<file path="config.mk">
export PLATFORM = sky130hd
export DESIGN_NAME = tfgp_cordic
export DESIGN_NICKNAME = d
export VERILOG_FILES = /design/src/rtl/core/tfgp_pkg.sv /design/src/rtl/core/tfgp_cordic.sv
export SDC_FILE = /design/constraint.sdc
export NUM_CORES = 1
export LEC_CHECK = 0
export BUFFER_PORTS_ARGS = -buffer_cell sky130_fd_sc_hd__buf_2
export CAP_MARGIN = 30
export CORE_UTILIZATION = 34
export DETAILED_ROUTE_END_ITERATION = 7
export PLACE_DENSITY = 0.51
export SLEW_MARGIN = 10
export SYNTH_ARGS = -nofsm -noshare
export SYNTH_HDL_FRONTEND = slang
export SYNTH_SLANG_ARGS = --single-unit
</file>
<file path="constraint.sdc">
create_clock -name clk -period 15.8 [get_ports clk]
set_clock_uncertainty 0.15 [all_clocks]
set_input_delay 1.58 -clock clk [delete_from_list [all_inputs] [get_ports clk]]
set_output_delay 1.58 -clock clk [all_outputs]
set_load 0.005 [all_outputs]
</file>
<file path="src/rtl/core/tfgp_pkg.sv">
// Shared types, constants and arithmetic helpers of the turn fillet guide point block.
package tfgp_pkg;

  localparam int COORD_W = 32;
  localparam int ANGLE_W = 16;
  localparam int SPACING_W = 31;
  localparam int CFG_W = 31;
  localparam int QUEUE_DEPTH = 2;

  localparam logic [2:0] ST_OK       = 3'd0;
  localparam logic [2:0] ST_BAND     = 3'd1;
  localparam logic [2:0] ST_PARALLEL = 3'd2;
  localparam logic [2:0] ST_BEHIND   = 3'd3;

  localparam logic [1:0] REG_MIN_DEFL = 2'd0;
  localparam logic [1:0] REG_MAX_DEFL = 2'd1;
  localparam logic [1:0] REG_SPACING  = 2'd2;
  localparam logic [1:0] REG_LEN_TOL  = 2'd3;

  localparam logic [ANGLE_W-1:0]   RST_MIN_DEFL = 16'd1820;
  localparam logic [ANGLE_W-1:0]   RST_MAX_DEFL = 16'd30948;
  localparam logic [SPACING_W-1:0] RST_SPACING  = 31'd32768;
  localparam logic [15:0]          RST_LEN_TOL  = 16'd66;

  localparam logic signed [33:0] CORDIC_GAIN = 34'sd652032875;
  localparam logic signed [33:0] CORDIC_ONE  = 34'sd1073741824;
  localparam logic [4:0] CORDIC_LAST = 5'd29;
  localparam logic [5:0] DIV_LAST    = 6'd62;

  typedef struct packed {
    logic signed [COORD_W-1:0] start_x;
    logic signed [COORD_W-1:0] start_y;
    logic [ANGLE_W-1:0]        start_heading;
    logic signed [COORD_W-1:0] end_x;
    logic signed [COORD_W-1:0] end_y;
    logic [ANGLE_W-1:0]        end_heading;
  } tfgp_in_t;

  typedef struct packed {
    logic signed [COORD_W-1:0] point_x;
    logic signed [COORD_W-1:0] point_y;
    logic [ANGLE_W-1:0]        point_heading;
    logic                      valid_res;
    logic [2:0]                status;
    logic                      last;
  } tfgp_out_t;

  typedef struct packed {
    tfgp_in_t           item;
    logic               band_rej;
    logic [ANGLE_W-1:0] dwrap;
    logic [ANGLE_W-1:0] defl;
  } tfgp_entry_t;

  typedef struct packed {
    logic               done;
    logic signed [29:0] cos_v;
    logic signed [29:0] sin_v;
  } tfgp_trig_t;

  typedef struct packed {
    logic        done;
    logic [62:0] quo;
  } tfgp_quo_t;

  function automatic logic signed [31:0] step_angle(input logic [4:0] idx);
    logic signed [31:0] v;
    case (idx)
      5'd0:  v = 32'sd536870912;
      5'd1:  v = 32'sd316933406;
      5'd2:  v = 32'sd167458907;
      5'd3:  v = 32'sd85004757;
      5'd4:  v = 32'sd42667331;
      5'd5:  v = 32'sd21354465;
      5'd6:  v = 32'sd10679838;
      5'd7:  v = 32'sd5340245;
      5'd8:  v = 32'sd2670163;
      5'd9:  v = 32'sd1335087;
      5'd10: v = 32'sd667544;
      5'd11: v = 32'sd333772;
      5'd12: v = 32'sd166886;
      5'd13: v = 32'sd83443;
      5'd14: v = 32'sd41722;
      5'd15: v = 32'sd20861;
      5'd16: v = 32'sd10430;
      5'd17: v = 32'sd5215;
      5'd18: v = 32'sd2608;
      5'd19: v = 32'sd1304;
      5'd20: v = 32'sd652;
      5'd21: v = 32'sd326;
      5'd22: v = 32'sd163;
      5'd23: v = 32'sd81;
      5'd24: v = 32'sd41;
      5'd25: v = 32'sd20;
      5'd26: v = 32'sd10;
      5'd27: v = 32'sd5;
      5'd28: v = 32'sd3;
      5'd29: v = 32'sd1;
      default: v = 32'sd0;
    endcase
    return v;
  endfunction

  // Rounds a Q28 product back to Q16, half up.
  function automatic logic signed [37:0] round28(input logic signed [65:0] p);
    logic signed [65:0] s;
    s = p + 66'sd134217728;
    return s[65:28];
  endfunction

  function automatic logic signed [COORD_W-1:0] sat_coord(input logic signed [37:0] v);
    logic signed [COORD_W-1:0] r;
    if (v > 38'sd2147483647) begin
      r = 32'sh7fffffff;
    end else if (v < -38'sd2147483648) begin
      r = 32'sh80000000;
    end else begin
      r = v[31:0];
    end
    return r;
  endfunction

endpackage

</file>
<file path="src/rtl/core/tfgp_cordic.sv">
// Iterative 30-step CORDIC giving cosine and sine of a 32-bit binary angle in Q28.
module tfgp_cordic import tfgp_pkg::*; (
  input  logic        clk,
  input  logic        rst_n,
  input  logic        start,
  input  logic [31:0] angle,
  output tfgp_trig_t  res
);

  logic signed [33:0] x_r, y_r;
  logic signed [31:0] z_r;
  logic [1:0]         quad_r;
  logic [4:0]         i_r;
  logic               run_r;
  logic               done_r;

  logic [31:0]        shifted;
  logic signed [31:0] z0;
  logic signed [33:0] xs, ys, c_pre, s_pre;
  logic signed [34:0] c_rnd, s_rnd;

  always_comb begin
    shifted = angle + 32'h2000_0000;
    z0 = $signed({2'b00, shifted[29:0]}) - 32'sh2000_0000;
    xs = x_r >>> i_r;
    ys = y_r >>> i_r;
    case (quad_r)
      2'd0: begin c_pre = x_r;  s_pre = y_r;  end
      2'd1: begin c_pre = -y_r; s_pre = x_r;  end
      2'd2: begin c_pre = -x_r; s_pre = -y_r; end
      default: begin c_pre = y_r; s_pre = -x_r; end
    endcase
    c_rnd = {c_pre[33], c_pre} + 35'sd2;
    s_rnd = {s_pre[33], s_pre} + 35'sd2;
    res.done  = done_r;
    res.cos_v = c_rnd[31:2];
    res.sin_v = s_rnd[31:2];
  end

  always_ff @(posedge clk) begin
    if (!rst_n) begin
      run_r  <= 1'b0;
      done_r <= 1'b0;
    end else begin
      done_r <= 1'b0;
      if (start) begin
        quad_r <= shifted[31:30];
        z_r    <= z0;
        y_r    <= 34'sd0;
        i_r    <= 5'd0;
        if (z0 == 32'sd0) begin
          x_r    <= CORDIC_ONE;
          run_r  <= 1'b0;
          done_r <= 1'b1;
        end else begin
          x_r   <= CORDIC_GAIN;
          run_r <= 1'b1;
        end
      end else if (run_r) begin
        if (!z_r[31]) begin
          x_r <= x_r - ys;
          y_r <= y_r + xs;
          z_r <= z_r - step_angle(i_r);
        end else begin
          x_r <= x_r + ys;
          y_r <= y_r - xs;
          z_r <= z_r + step_angle(i_r);
        end
        i_r <= i_r + 5'd1;
        if (i_r == CORDIC_LAST) begin
          run_r  <= 1'b0;
          done_r <= 1'b1;
        end
      end
    end
  end

endmodule

</file>
==> Yosys cells after proc, flatten, opt, wreduce, memory -nomap -nowiden <==
Memory sizes are Yosys's and may differ from the RTL's. A register that Yosys moved wholly into a read port is not among the register bits.
Cells that the tools add are included.
{ "op_classes": {"reduce_logical": 5, "mux": 32, "n_addsub": 13, "eq_ne": 3, "shift": 2} }
{ "ops": {"columns": ["cell", "count"], "rows": [
  ["$mux 32", 11],
  ["$pmux 32 s3", 2],
  ["$mux 34", 5],
  ["$add 34x34->34", 2],
  ["$sshr 34x5->34", 2],
  ["$sub 34x34->34", 2],
  ["$add 32x3->32 const B", 2],
  ["$neg 32->32", 2],
  ["$add 32x30->32 const B", 1],
  ["$add 32x32->32", 1],
  ["$logic_not 32->1", 1],
  ["$sub 32x32->32", 1],
  ["$mux 31", 1],
  ["$sub 30x30->31 const B", 1],
  ["$mux 5", 5],
  ["$mux 1", 8],
  ["$add 5x1->5 const B", 1],
  ["$eq 5x5->1 const B", 1],
  ["$reduce_and 2->1", 2],
  ["$eq 2x1->1 const B", 1],
  ["$eq 2x2->1 const B", 1],
  ["$logic_not 2->1", 1],
  ["$reduce_bool 2->1", 1]
]} }
{ "word_totals": {"rom_bits": 1920, "ff_bits": 109, "mem_count": 2, "input_bits": 35} }
{ "mem_list": {"columns": ["name", "depth", "width", "read_ports", "rd_clocked_by_memory_dff", "wr", "line_no", "text"], "rows": [
  ["(name not given)", 32, 30, 1, 1, 0, "tfgp_pkg.sv:68", "case (idx)"],
  ["(name not given)", 32, 30, 1, 1, 0, "tfgp_pkg.sv:68", null]
]} }

==> Logic depth before layout (Yosys ltp) <==
Gate-level depths: netlist (run 1).
{ "depth": {"ltp_word": 8, "ltp_mapped": 31, "ltp_nobuf": 24} }

==> Worst setup path after synthesis (run 1) <==
No wires, ideal clock.
{ "synth_timing": {"path_kind": "register to register", "start": "register i_r[0]", "end": "register x_r[32], data pin", "arrival_ps": 5287, "path_stages_with_launch": 26, "path_slack_ps": 10109, "path_buffers": 6, "period_less_slack_ps": 5691, "required_ps": 15396, "setup_ps": 254, "cell_sequence": "edfxtp_1 -> buf_6 -> buf_12 -> buf_4 -> buf_4 -> buf_4 -> buf_4 -> mux4_2 -> mux2i_1 -> mux2i_1 -> nand2_1 -> o21a_1 -> ha_1 -> nor2_1 -> a21oi_1 -> fa_1 -> a21o_1 -> a21o_1 -> a2111oi_0 -> o21ai_0 -> a22oi_1 -> o211ai_1 -> a311o_1 -> a21oi_1 -> xor2_1 -> nor2_1"} }
{ "synth_between": {"elab_chain_len": 5, "elab_cells_between_ends": 6} }
{ "synth_lines": {"columns": ["item", "line_no", "text"], "rows": [
  ["from (decl)", "tfgp_cordic.sv:13", "logic [4:0] i_r;"],
  ["from (signal assigned)", "tfgp_cordic.sv:69", "i_r <= i_r + 5'd1;"],
  ["$sshr 34x5->34 *", "tfgp_cordic.sv:26", "ys = y_r >>> i_r;"],
  ["$sub 34x34->34 / $add 34x34->34 (equally long branches)", "tfgp_cordic.sv:61, tfgp_cordic.sv:65", null],
  ["$mux 34 *", "tfgp_cordic.sv:60", "if (!z_r[31]) begin"],
  ["$mux 34 *", "tfgp_cordic.sv:59", "end else if (run_r) begin"],
  ["$mux 34 *", "tfgp_cordic.sv:46", "if (start) begin"],
  ["to (signal assigned)", "tfgp_cordic.sv:61", "x_r <= x_r - ys;"],
  ["to (signal assigned)", "tfgp_cordic.sv:65", "x_r <= x_r + ys;"],
  ["to (decl)", "tfgp_cordic.sv:10", "logic signed [33:0] x_r, y_r;"]
]} }
Mark *: on every way between the ends. The rest lies on a longest branch, timed or not. The select of a mux whose other input is x is not followed.
A chain may end at the register's enable or synchronous reset.

==> Worst setup path after layout (run 1) <==
{ "layout_timing": {"start": "register i_r[0]", "end": "register y_r[32], data pin"} }
{ "layout_between": {"elab_chain_len": 4, "elab_cells_between_ends": 5} }
{ "layout_lines": {"columns": ["item", "line_no", "text"], "rows": [
  ["$sshr 34x5->34 *", "tfgp_cordic.sv:25", "xs = x_r >>> i_r;"],
  ["$add 34x34->34 / $sub 34x34->34 (equally long branches)", "tfgp_cordic.sv:62, tfgp_cordic.sv:66", null],
  ["$mux 34 *", "tfgp_cordic.sv:60", null],
  ["$mux 34 *", "tfgp_cordic.sv:59", null],
  ["to (signal assigned)", "tfgp_cordic.sv:62", "y_r <= y_r + xs;"],
  ["to (signal assigned)", "tfgp_cordic.sv:66", "y_r <= y_r - xs;"],
  ["to (decl)", "tfgp_cordic.sv:10", null]
]} }
Marked as above.

==> out/summary.txt, run 1 <==
FLOORPLAN
---------------------------------------------------------------------------------
Die X-Extent                                                               257 um
Starting density of the core                                                0.347
# rows                                                                         92
Count of pins on the block boundary                                            96
Die Outline Area                                                     0.0659 sq mm
Core footprint                                                       0.0635 sq mm
Floorplan die height                                                       257 um

SETUP PATH
---------------------------------------------------------------------------------
Data required, critical path                                             15.88 ns
Sort of element at the start of the critical path                            flop
Total number of cells along the worst setup path                               23
Endpoint of the most critical setup path                             y_r[32]$_SDFFCE_PP0P_
Crit Path Class                                                      flop to flop
Slowest stage cell, crit path                                        sky130_fd_sc_hd__o31ai_1
Launch point of the worst reg-to-reg path                            i_r[0]$_SDFFCE_PP0P_
Worst path top cell family by delay                                  compound AO/OA/AOI/OAI gates
Slack of the worst reg-to-reg path                                        7.55 ns
Number of buffer and inverter instances along the worst setup path              2
CP Data Arrival Time                                                      8.34 ns
Worst R2R Path Depth                                                           23
Stage delay of the slowest cell on the critical path                      0.88 ns
Worst Path Max Fanout                                                          52
Setup crit start                                                     i_r[0]$_SDFFCE_PP0P_
Crit. End Element                                                            flop
Reg2Reg Capture Point                                                y_r[32]$_SDFFCE_PP0P_
Sequence of cells on the critical path                               buf_4, buf_4, mux4_1, a222oi_1, nand2b_1, o21a_1, ha_1, nor4b_1, o211a_1, and3_1, and3_1, nor2_1, xnor2_1, ha_1, nand3_1, nor2_1, and2_1, a21boi_0, o31ai_1, a31oi_1, a21oi_1, nor4_1, a311o_1

GLOBAL ROUTE
---------------------------------------------------------------------------------
GRT Total Usage                                                             0.230
Total grt overflow                                                              0
Wire length of the first global-routing pass                            119000 um
Vias in the first global route                                              19800
Maximum number of pins on one net before global-route repair                  123
Number of antenna violations at the first check in global routing               4

STA
---------------------------------------------------------------------------------
Fmax achieved                                                           0.121 GHz
Final count of hold timing violations                                           0
Final critical path time including I/O delays and setup                   8.25 ns
RSZ-0062 raised after global routing                                        false
Transition time at the pin with the least slew margin                     1.23 ns
Post-route setup TNS                                                         0 ns
Worst max-slew margin expressed relative to the limit                       0.183
Total of endpoints with negative setup slack in the final report                0
Share of the cycle needed by the critical path after routing                0.522
Number of pins exceeding their max-slew limit in the final report               0

CLOCK NETWORK
---------------------------------------------------------------------------------
Hold-fix buffers at CTS                                                         0
Cell chosen for the clock root                                       sky130_fd_sc_hd__clkbuf_16
Setup fix buffers added after clock tree synthesis                              0
Largest buffer count on any clock path                                          2
Clock tree from TritonCTS                                                     yes
Clock buffer count from CTS                                                    17
CTS H-Tree Depth                                                                4
Clk sink count                                                                139
Post-cts resize count                                                           0
Clock transition at the registers of the reported paths                   0.07 ns
Worst skew pair latency                                                   0.49 ns

DETAILED ROUTING
---------------------------------------------------------------------------------
Post-detailed-routing wire length                                        77100 um
Routed WL per cell                                                        22.5 um
First DRT Iteration DRCs                                                     2050
Via total after detailed routing                                            20900
Number of remaining DRC errors                                                  0
First-pass iteration count of the detailed router                               8
Antenna-violating nets left                                                     0
Via density per instance                                                     6.09

SYNTHESIS
---------------------------------------------------------------------------------
Cell with the most instances after synthesis                         sky130_fd_sc_hd__nor2_1
Syn Area/Cell                                                          8.39 sq um
Fraction of synthesized cell area taken by the top area cell type           0.146
Post-Synth XOR/XNOR Area                                                    0.121
Share of synthesized area spent on multiplexers                             0.175
Post-Syn Area                                                        0.0220 sq mm
Top_reg_cell synth                                                   sky130_fd_sc_hd__edfxtp_1
Largest cells by area after synthesis                                sky130_fd_sc_hd__edfxtp_1 15%, sky130_fd_sc_hd__mux4_2 8.4%, sky130_fd_sc_hd__xnor2_1 6.6%
Area fraction in and, or, nand and nor cells after synthesis                0.190
Yosys Warn Count                                                                0
Netlist cell types                                                            103
Synth cell count leaders                                             264 x sky130_fd_sc_hd__nor2_1, 211 x sky130_fd_sc_hd__nand2_1, 200 x sky130_fd_sc_hd__a21oi_1
Post-Syn Nets                                                                2781
Fraction of synthesis flops using an asynchronous set or reset pin              0
Library cell with the largest summed area after synthesis            sky130_fd_sc_hd__edfxtp_1
Largest family of logic cells by synthesized area                    compound AO/OA/AOI/OAI gates
Share of the synthesized area in compound gates (AO/OA/AOI/OAI)             0.211
FF+latch count, synth                                                         139
Gate Count Post-Synth                                                        2628
Part of the Yosys area used for sequential elements                         0.175
Number of synthesized flops with an enable pin                                107
Adder and majority cell fraction of the synthesized area                   0.0680

WORST HOLD PATH
---------------------------------------------------------------------------------
Worst Hold Class                                                     flop to flop

POWER AND IR DROP
---------------------------------------------------------------------------------
Total design power                                                        2980 uW
Leakage power total                                                    0.00885 uW
Power density over the cells                                          128 mW/mm^2
Worst voltage drop across the vdd grid                                  0.0746 mV

FLOW RUN
---------------------------------------------------------------------------------
Number of violations of the max-capacitance limit                               0

PLACEMENT
---------------------------------------------------------------------------------
Cell area reported after detailed placement                          0.0227 sq mm
RePlAce Congestion                                                           1.00
Number of buffer cells added on primary ports                                  95
Dpl hpwl                                                                 58200 um

LAYOUT
---------------------------------------------------------------------------------
Fraction of final layout cells sized beyond drive strength 1                0.125
Final Net Count                                                              2722
Number of antenna cells inserted                                                0
Layout overhead on the synthesized area                                     5.73%
Final design instance area without fill                              0.0233 sq mm

OUTCOME
---------------------------------------------------------------------------------
Status                                                               complete, no violations

[metal layers]
layer,up-vias,share of wire,routed length (um),track usage
met5,-,0,0,0
li1,9739,-,-,-
met4,0,0.038,2900,0.0974
met1,10200,0.44,34200,0.313
met2,803,0.45,34700,0.363
met3,147,0.069,5320,0.0343
[metrics by stage]
step,instances,util,hold WS [ns],setup slack (ns)
floorplan,2628,-,0.427,10.11
global placement,3394,0.357,0.458,7.86
detailed placement,3396,0.358,0.459,7.79
CTS,3428,0.367,0.468,7.70
global route,3428,0.367,0.504,7.20
finish,3428,0.367,0.473,7.55
[where the power goes]
| group | switching [uW] | total (uW) | internal (uW) |
|---|---|---|---|
| Combinational | 1060 | 1880 | 823 |
| Clock | 192 | 412 | 219 |
| Sequential | 192 | 685 | 493 |
| Total | 1450 | 2980 | 1540 |
[cell families after synthesis]
group | count (synthesis)
adders and majority gates | 118
xor gates and xnor gates | 305
AOI/OAI and AO/OA | 720
DFF | 139
buffers and inverters | 257
and+or+nand+nor | 846
muxes | 243
[worst register-to-register path, stage by stage, from the launching register on]
cell and delay, ns:
sky130_fd_sc_hd__edfxtp_1 0.33, sky130_fd_sc_hd__buf_4 0.61, sky130_fd_sc_hd__buf_4 0.74, sky130_fd_sc_hd__mux4_1 0.76, sky130_fd_sc_hd__a222oi_1 0.61, sky130_fd_sc_hd__nand2b_1 0.19
sky130_fd_sc_hd__o21a_1 0.16, sky130_fd_sc_hd__ha_1 0.19, sky130_fd_sc_hd__nor4b_1 0.34, sky130_fd_sc_hd__o211a_1 0.26, sky130_fd_sc_hd__and3_1 0.30, sky130_fd_sc_hd__and3_1 0.30
sky130_fd_sc_hd__nor2_1 0.08, sky130_fd_sc_hd__xnor2_1 0.19, sky130_fd_sc_hd__ha_1 0.31, sky130_fd_sc_hd__nand3_1 0.18, sky130_fd_sc_hd__nor2_1 0.09, sky130_fd_sc_hd__and2_1 0.15
sky130_fd_sc_hd__a21boi_0 0.14, sky130_fd_sc_hd__o31ai_1 0.88, sky130_fd_sc_hd__a31oi_1 0.33, sky130_fd_sc_hd__a21oi_1 0.28, sky130_fd_sc_hd__nor4_1 0.07, sky130_fd_sc_hd__a311o_1 0.33
[cells in the final DEF, fill, tap and decap left out, drive strengths merged, types with 15 or more instances in the layout]
cell type / n
buf: 126
o31ai: 23
xor2: 140
nor2: 265
nor4: 23
a211oi: 34
nand2b: 29
nor3: 57
mux2: 30
mux4: 104
and3: 27
clkbuf: 18
o21bai: 15
nand4: 25
and2: 24
edfxtp: 107
o211ai: 15
a21oi: 200
o21ai: 160
nor2b: 27
inv: 56
o21a: 32
ha: 115
or2: 20
dfxtp: 32
a31oi: 50
nand3: 49
mux2i: 109
or3: 23
a21o: 47
nand2: 212
xnor2: 165
[how the worst min path moves through the flow]
| stage | start | endpoint | slack (ns) | cells after the start |
|---|---|---|---|---|
| after floorplan | run_r$_SDFF_PN0_ | run_r$_SDFF_PN0_ | 0.43 | 3 |
| after global placement | run_r$_SDFF_PN0_ | run_r$_SDFF_PN0_ | 0.46 | 3 |
| after detailed placement | run_r$_SDFF_PN0_ | run_r$_SDFF_PN0_ | 0.46 | 3 |
| after CTS | run_r$_SDFF_PN0_ | run_r$_SDFF_PN0_ | 0.47 | 3 |
| after global routing | run_r$_SDFF_PN0_ | run_r$_SDFF_PN0_ | 0.50 | 3 |
| final | run_r$_SDFF_PN0_ | run_r$_SDFF_PN0_ | 0.47 | 3 |
[final cells by class]
| type | count | area [sq um] |
|---|---|---|
| Inverter | 53 | 201 |
| Multi-Input combinational cell | 2232 | 16900 |
| Clock inverter | 14 | 138 |
| Sequential cell | 139 | 3850 |
| Timing Repair Buffer | 126 | 747 |
| Fill cell | 6623 | 40200 |
| Tap cell | 846 | 1060 |
| Clock buffer | 18 | 429 |
Power figures use the tool's default switching activity.
==> run 2, diff against run 1 <==
Clock period 15.8 ns to 7.7 ns, I/O delays scaled along.
==> out/summary.txt, run 2 (synthesized netlist as in run 1, its figures left out) <==
OUTCOME
-------------------------------------------------------------------------------------
Status                                                                   complete, no violations

LAYOUT
-------------------------------------------------------------------------------------
Final design instance area without fill                                  0.0236 sq mm   +1.4%
Most frequent standard cell in the layout excluding fill and tap cells   sky130_fd_sc_hd__nor2_1
Number of antenna cells inserted                                                    0   unchanged
Layout overhead on the synthesized area                                         7.23%
Final Net Count                                                                  2750   +1.0%
FF/Latch Area                                                            0.00385 sq mm   unchanged
Most used cells in the layout excluding fill and tap cells               264 x sky130_fd_sc_hd__nor2_1, 211 x sky130_fd_sc_hd__nand2_1, 200 x sky130_fd_sc_hd__a21oi_1
Fraction of final layout cells sized beyond drive strength 1                    0.136   +0.0105
Total of fill cells in the finished design                                       6607   -0.24%
Multi-input logic area                                                   0.0169 sq mm   about the same

DETAILED ROUTING
-------------------------------------------------------------------------------------
Via density per instance                                                         6.06   -0.42%
Post-detailed-routing wire length                                            79500 um   +3.2%
Routed WL per cell                                                            23.0 um   +2.3%
Number of remaining DRC errors                                                      0   unchanged
First DRT Iteration DRCs                                                         1862   -9.2%
Via total after detailed routing                                                20900   +0.40%
First-pass iteration count of the detailed router                                   6   -2
Antenna-violating nets left                                                         0   unchanged

STA
-------------------------------------------------------------------------------------
Post-route setup TNS                                                             0 ns   unchanged
Worst path setup slack after routing                                         0.987 ns   -6.56 ns
Worst max-slew margin expressed relative to the limit                           0.348   +0.165
Final critical path time including I/O delays and setup                       6.71 ns   -1.54 ns
Share of the cycle needed by the critical path after routing                    0.872   +0.350
Number of pins exceeding their max-slew limit in the final report                   0   unchanged
Final count of hold timing violations                                               0   unchanged
Transition time at the pin with the least slew margin                        0.978 ns   -0.248 ns
RSZ-0062 raised after global routing                                            false
Total of endpoints with negative setup slack in the final report                    0   unchanged
Fmax achieved                                                               0.149 GHz   +23%

SETUP PATH
-------------------------------------------------------------------------------------
Sequence of cells on the critical path                                   mux4_2, mux2_2, a222oi_1, buf_4, nand2b_1, o21a_1, ha_1, nor4b_1, o211a_1, and3_1, a31oi_1, xnor2_1, ha_1, nand3_1, nor3_1, and2_1, o21ai_0, nand3_1, nand3_1, a31o_2, o211ai_1, nand3_1, nor3b_1
Most frequent cell on the critical path                                  sky130_fd_sc_hd__nand3_1
Slowest stage cell, crit path                                            sky130_fd_sc_hd__edfxtp_1
Sort of element at the start of the critical path                                flop
Number of buffer and inverter instances along the worst setup path                  1   -1
Crit Path Class                                                          flop to flop
Worst Path Max Fanout                                                               9   -83%
Crit. End Element                                                                flop
Stage delay of the slowest cell on the critical path                          0.63 ns   -0.25 ns
Worst path top cell family by delay                                      simple AND/OR/NAND/NOR gates
Data required, critical path                                                  7.78 ns   -8.10 ns
CP Data Arrival Time                                                          6.79 ns   -1.55 ns

PLACEMENT
-------------------------------------------------------------------------------------
Worst slack, placed                                                          0.870 ns   -6.92 ns
Dpl hpwl                                                                     60500 um   +3.9%
Cell area reported after detailed placement                              0.0230 sq mm   +1.0%
Number of buffer cells added on primary ports                                      95   unchanged
RePlAce Congestion                                                               1.01   +0.91%

WORST HOLD PATH
-------------------------------------------------------------------------------------
Worst Hold Class                                                         input port to flop

FLOORPLAN
-------------------------------------------------------------------------------------
Count of pins on the block boundary                                                96   unchanged
Starting density of the core                                                    0.347   unchanged
Core footprint                                                           0.0635 sq mm   unchanged
Die Outline Area                                                         0.0659 sq mm   unchanged
Floorplan die height                                                           257 um   unchanged
# rows                                                                             92   unchanged
Die X-Extent                                                                   257 um   unchanged

CLOCK NETWORK
-------------------------------------------------------------------------------------
Clk sink count                                                                    139   unchanged
Clock buffer count from CTS                                                        17   unchanged
Clock tree from TritonCTS                                                         yes
Cell chosen for the clock root                                           sky130_fd_sc_hd__clkbuf_16
Setup fix buffers added after clock tree synthesis                                  0   unchanged
Largest buffer count on any clock path                                              2   unchanged
CTS H-Tree Depth                                                                    4   unchanged
Hold-fix buffers at CTS                                                             0   unchanged
Post-cts resize count                                                               0   unchanged
Worst skew pair latency                                                       0.50 ns   about the same
Clock transition at the registers of the reported paths                       0.07 ns   about the same

POWER AND IR DROP
-------------------------------------------------------------------------------------
Total design power                                                            6280 uW   +110%
Leakage power total                                                        0.00904 uW   +2.1%
Worst voltage drop across the vdd grid                                       0.115 mV   +55%
Power density over the cells                                              266 mW/mm^2   +110%

GLOBAL ROUTE
-------------------------------------------------------------------------------------
GRT Total Usage                                                                 0.237   +0.00641
Number of antenna violations at the first check in global routing                   0   -4
Wire length of the first global-routing pass                                121000 um   +1.9%
Total grt overflow                                                                  0   unchanged
Maximum number of pins on one net before global-route repair                       85   -31%
Vias in the first global route                                                  20000   +0.92%

FLOW RUN
-------------------------------------------------------------------------------------
Number of violations of the max-capacitance limit                                   0   unchanged

run 2: worst min-delay path, delay by kind of cell:
| family | cells | cell delay [ns] |
|---|---|---|
| and+or+nand+nor | 1 | 0.04 |
| AOI/OAI and AO/OA | 1 | 0.05 |
| buffers and inverters | 1 | 0.09 |
run 2: cell type report:
class                      count  area share
clock buffer                  18      0.0182
clock inverter                14     0.00868
inverter                      53     0.00852
multi-input combinational   2232       0.714
sequential                   139       0.163
tap                          846      0.0448
timing repair buffer         154      0.0425
run 2: final timing paths:
kind	startpoint	to	slack, ns	cells after the start
worst max register to register	x_r[29]$_DFFE_PP_	y_r[33]$_SDFFCE_PP0P_	0.99	23
worst min register to register	run_r$_SDFF_PN0_	run_r$_SDFF_PN0_	0.48	3
worst min-delay path	angle[16]	z_r[16]$_DFFE_PP_	0.42	3
worst max-delay path	x_r[29]$_DFFE_PP_	y_r[33]$_SDFFCE_PP0P_	0.99	23
run 2: where the power goes:
| part | leakage (uW) | internal (uW) | total, uW | switching, uW |
|---|---|---|---|---|
| clock network | 0.000309 | 549 | 945 | 396 |
| registers | 0.00129 | 1010 | 1360 | 349 |
| logic | 0.00743 | 1720 | 3970 | 2260 |
| total | 0.00904 | 3280 | 6280 | 3000 |
run 2: per-stage QoR:
step	utilization	std cells	hold slack (ns)
floorplan	-	2628	0.427
global placement	0.361	3423	0.452
detailed placement	0.361	3423	0.459
CTS	0.371	3455	0.380
global route	0.372	3456	0.411
finish	0.372	3456	0.420
run 2: layer usage:
metal	share of wire	global-route usage	vias up	wire length, um
met3	0.063	0.0365	156	4980
met2	0.45	0.369	805	35600
met5	0	0	-	0
met4	0.050	0.122	0	3940
met1	0.44	0.316	10200	35000
li1	-	-	9785	-
==> run 3, diff against run 2 <==
Settings changed: PLACE_DENSITY 0.51 to 0.47.
==> out/summary.txt, run 3 (synthesized netlist as in run 1, its figures left out) <==
OUTCOME
-------------------------------------------------------------------------------------
Status                                                                   complete, no violations

LAYOUT
-------------------------------------------------------------------------------------
Most used cells in the layout excluding fill and tap cells               264 x sky130_fd_sc_hd__nor2_1, 211 x sky130_fd_sc_hd__nand2_1, 200 x sky130_fd_sc_hd__a21oi_1
Number of antenna cells inserted                                                    0   unchanged
Total of fill cells in the finished design                                       6583   -0.36%
Fraction of final layout cells sized beyond drive strength 1                    0.137   +0.00122
Post-route insts no fill                                                         3462   +0.17%
Layout overhead on the synthesized area                                         7.15%   about the same
Most frequent standard cell in the layout excluding fill and tap cells   sky130_fd_sc_hd__nor2_1
Utilization after layout                                                        0.372   about the same
Final Net Count                                                                  2756   +0.22%

CLOCK NETWORK
-------------------------------------------------------------------------------------
Setup fix buffers added after clock tree synthesis                                  0   unchanged
Hold-fix buffers at CTS                                                             0   unchanged
Clock transition at the registers of the reported paths                       0.07 ns   about the same
Post-cts resize count                                                               0   unchanged
CTS H-Tree Depth                                                                    4   unchanged
Largest buffer count on any clock path                                              2   unchanged
Clk sink count                                                                    139   unchanged
Worst skew pair latency                                                       0.49 ns   about the same
Clock buffer count from CTS                                                        17   unchanged
Clock tree from TritonCTS                                                         yes
Cell chosen for the clock root                                           sky130_fd_sc_hd__clkbuf_16

GLOBAL ROUTE
-------------------------------------------------------------------------------------
Vias in the first global route                                                  20000   -0.19%
Total grt overflow                                                                  0   unchanged
Wire length of the first global-routing pass                                123000 um   +1.2%
Number of antenna violations at the first check in global routing                   2   +2
GRT Total Usage                                                                 0.241   +0.00455
Maximum number of pins on one net before global-route repair                       96   +13%

SETUP PATH
-------------------------------------------------------------------------------------
Crit. End Element                                                                flop
Crit Path Class                                                          flop to flop
Worst Path Max Fanout                                                               9   unchanged
Sort of element at the start of the critical path                                flop
Sequence of cells on the critical path                                   mux4_2, mux2_2, a222oi_1, nand2b_1, o21a_1, ha_1, nor4b_1, o211a_1, and3_1, a31oi_1, xnor2_1, ha_1, nand3_1, nor3_1, and2_1, o21ai_0, buf_4, nand3_1, nand3_1, a31o_2, o211ai_1, nand3_1, nor3b_1
Launch point of the worst reg-to-reg path                                x_r[29]$_DFFE_PP_
Stage delay of the slowest cell on the critical path                          0.69 ns   +0.06 ns
Data required, critical path                                                  7.77 ns   about the same
Setup crit start                                                         x_r[29]$_DFFE_PP_
Most frequent cell on the critical path                                  sky130_fd_sc_hd__nand3_1
Number of buffer and inverter instances along the worst setup path                  1   unchanged
Slowest stage cell, crit path                                            sky130_fd_sc_hd__a222oi_1
Worst path top cell family by delay                                      simple AND/OR/NAND/NOR gates
CP Data Arrival Time                                                          6.76 ns   -0.03 ns

STA
-------------------------------------------------------------------------------------
Final critical path time including I/O delays and setup                       6.69 ns   -0.0270 ns
Final count of hold timing violations                                               0   unchanged
Worst path setup slack after routing                                          1.01 ns   +0.0270 ns
Total of endpoints with negative setup slack in the final report                    0   unchanged
Share of the cycle needed by the critical path after routing                    0.868   -0.00351
Post-route setup TNS                                                             0 ns   unchanged
Fmax achieved                                                               0.150 GHz   +0.40%
Worst max-slew margin expressed relative to the limit                           0.347   -0.00173
RSZ-0062 raised after global routing                                            false
Number of pins exceeding their max-slew limit in the final report                   0   unchanged
Transition time at the pin with the least slew margin                        0.967 ns   -0.0110 ns

FLOW RUN
-------------------------------------------------------------------------------------
Number of violations of the max-capacitance limit                                   0   unchanged

POWER AND IR DROP
-------------------------------------------------------------------------------------
Power density over the cells                                              263 mW/mm^2   -0.89%
Worst voltage drop across the vdd grid                                       0.106 mV   -8.1%
Leakage power total                                                        0.00903 uW   -0.10%

DETAILED ROUTING
-------------------------------------------------------------------------------------
Antenna-violating nets left                                                         0   unchanged
Number of remaining DRC errors                                                      0   unchanged
Routed WL per cell                                                            23.4 um   +1.9%
Via density per instance                                                         6.03   -0.42%
First DRT Iteration DRCs                                                         1708   -8.3%
Via total after detailed routing                                                20900   -0.24%
Post-detailed-routing wire length                                            81200 um   +2.1%
First-pass iteration count of the detailed router                                   5   -1

FLOORPLAN
-------------------------------------------------------------------------------------
Count of pins on the block boundary                                                96   unchanged
Floorplan die height                                                           257 um   unchanged
Die Outline Area                                                         0.0659 sq mm   unchanged
# rows                                                                             92   unchanged
Die X-Extent                                                                   257 um   unchanged
Starting density of the core                                                    0.347   unchanged
Core footprint                                                           0.0635 sq mm   unchanged

PLACEMENT
-------------------------------------------------------------------------------------
Number of buffer cells added on primary ports                                      95   unchanged
Dpl hpwl                                                                     61900 um   +2.3%
Worst slack, placed                                                           1.10 ns   +0.232 ns
RePlAce Congestion                                                              0.993   -2.0%
Cell total after placement                                                       3430   +0.20%

WORST HOLD PATH
-------------------------------------------------------------------------------------
Worst Hold Class                                                         input port to flop
Hold path start                                                             angle[18]

run 3: cell types whose count changed in the layout (fill, tap and decap cells not counted), sizes merged:
cell	before	now
buf	154	160
bufinv	4	2
clkbuf	18	17
clkinv	4	5
clkinvlp	1	4
inv	58	57
run 3: area by class of cell:
cell class,instances,area [sq um],share of cell area
multi-input cells,2232,16900,0.715
flip-flops and latches,139,3850,0.163
inverters,53,201,0.00853
clock inverters,15,161,0.00683
well taps,846,1060,0.0448
clock buffers,17,425,0.0180
repair buffers,160,1040,0.0441
run 3: worst paths after layout:
kind	endpoint	slack [ns]	depth (start not counted)
max reg2reg	y_r[33]$_SDFFCE_PP0P_	1.01	23
min reg2reg	run_r$_SDFF_PN0_	0.47	3
min	z_r[18]$_DFFE_PP_	0.42	3
max	y_r[33]$_SDFFCE_PP0P_	1.01	23
run 3: metrics by stage:
stage / hold WS [ns] / instance area, sq um / power [uW]
2_1_floorplan: 0.427 / 22000 / 4200
3_3_place_gp: 0.459 / 23000 / 5280
3_5_place_dp: 0.461 / 23000 / 5290
4_1_cts: 0.381 / 23600 / 6220
5_1_grt: 0.414 / 23600 / 6690
6_report: 0.423 / 23600 / 6220
run 3: worst register-to-register path: stages, from the launching register on:
cell and delay (ns):
sky130_fd_sc_hd__edfxtp_1 0.60, sky130_fd_sc_hd__mux4_2 0.56, sky130_fd_sc_hd__mux2_2 0.32, sky130_fd_sc_hd__a222oi_1 0.69, sky130_fd_sc_hd__nand2b_1 0.19, sky130_fd_sc_hd__o21a_1 0.15, sky130_fd_sc_hd__ha_1 0.16, sky130_fd_sc_hd__nor4b_1 0.32
sky130_fd_sc_hd__o211a_1 0.28, sky130_fd_sc_hd__and3_1 0.31, sky130_fd_sc_hd__a31oi_1 0.13, sky130_fd_sc_hd__xnor2_1 0.15, sky130_fd_sc_hd__ha_1 0.43, sky130_fd_sc_hd__nand3_1 0.14, sky130_fd_sc_hd__nor3_1 0.38, sky130_fd_sc_hd__and2_1 0.20
sky130_fd_sc_hd__o21ai_0 0.09, sky130_fd_sc_hd__buf_4 0.18, sky130_fd_sc_hd__nand3_1 0.13, sky130_fd_sc_hd__nand3_1 0.09, sky130_fd_sc_hd__a31o_2 0.26, sky130_fd_sc_hd__o211ai_1 0.26, sky130_fd_sc_hd__nand3_1 0.10, sky130_fd_sc_hd__nor3b_1 0.14
run 3: routing by layer:
| metal | track usage | wire [um] | vias up |
|---|---|---|---|
| li1 | - | - | 9806 |
| met1 | 0.320 | 36100 | 10200 |
| met2 | 0.388 | 37000 | 794 |
| met3 | 0.0328 | 4530 | 141 |
| met4 | 0.112 | 3530 | 0 |
| met5 | 0 | 0 | - |
run 3: power breakdown:
group | switching [uW] | internal (uW)
logic | 2280 | 1730
clock network | 400 | 481
registers | 322 | 1010
total | 3000 | 3220
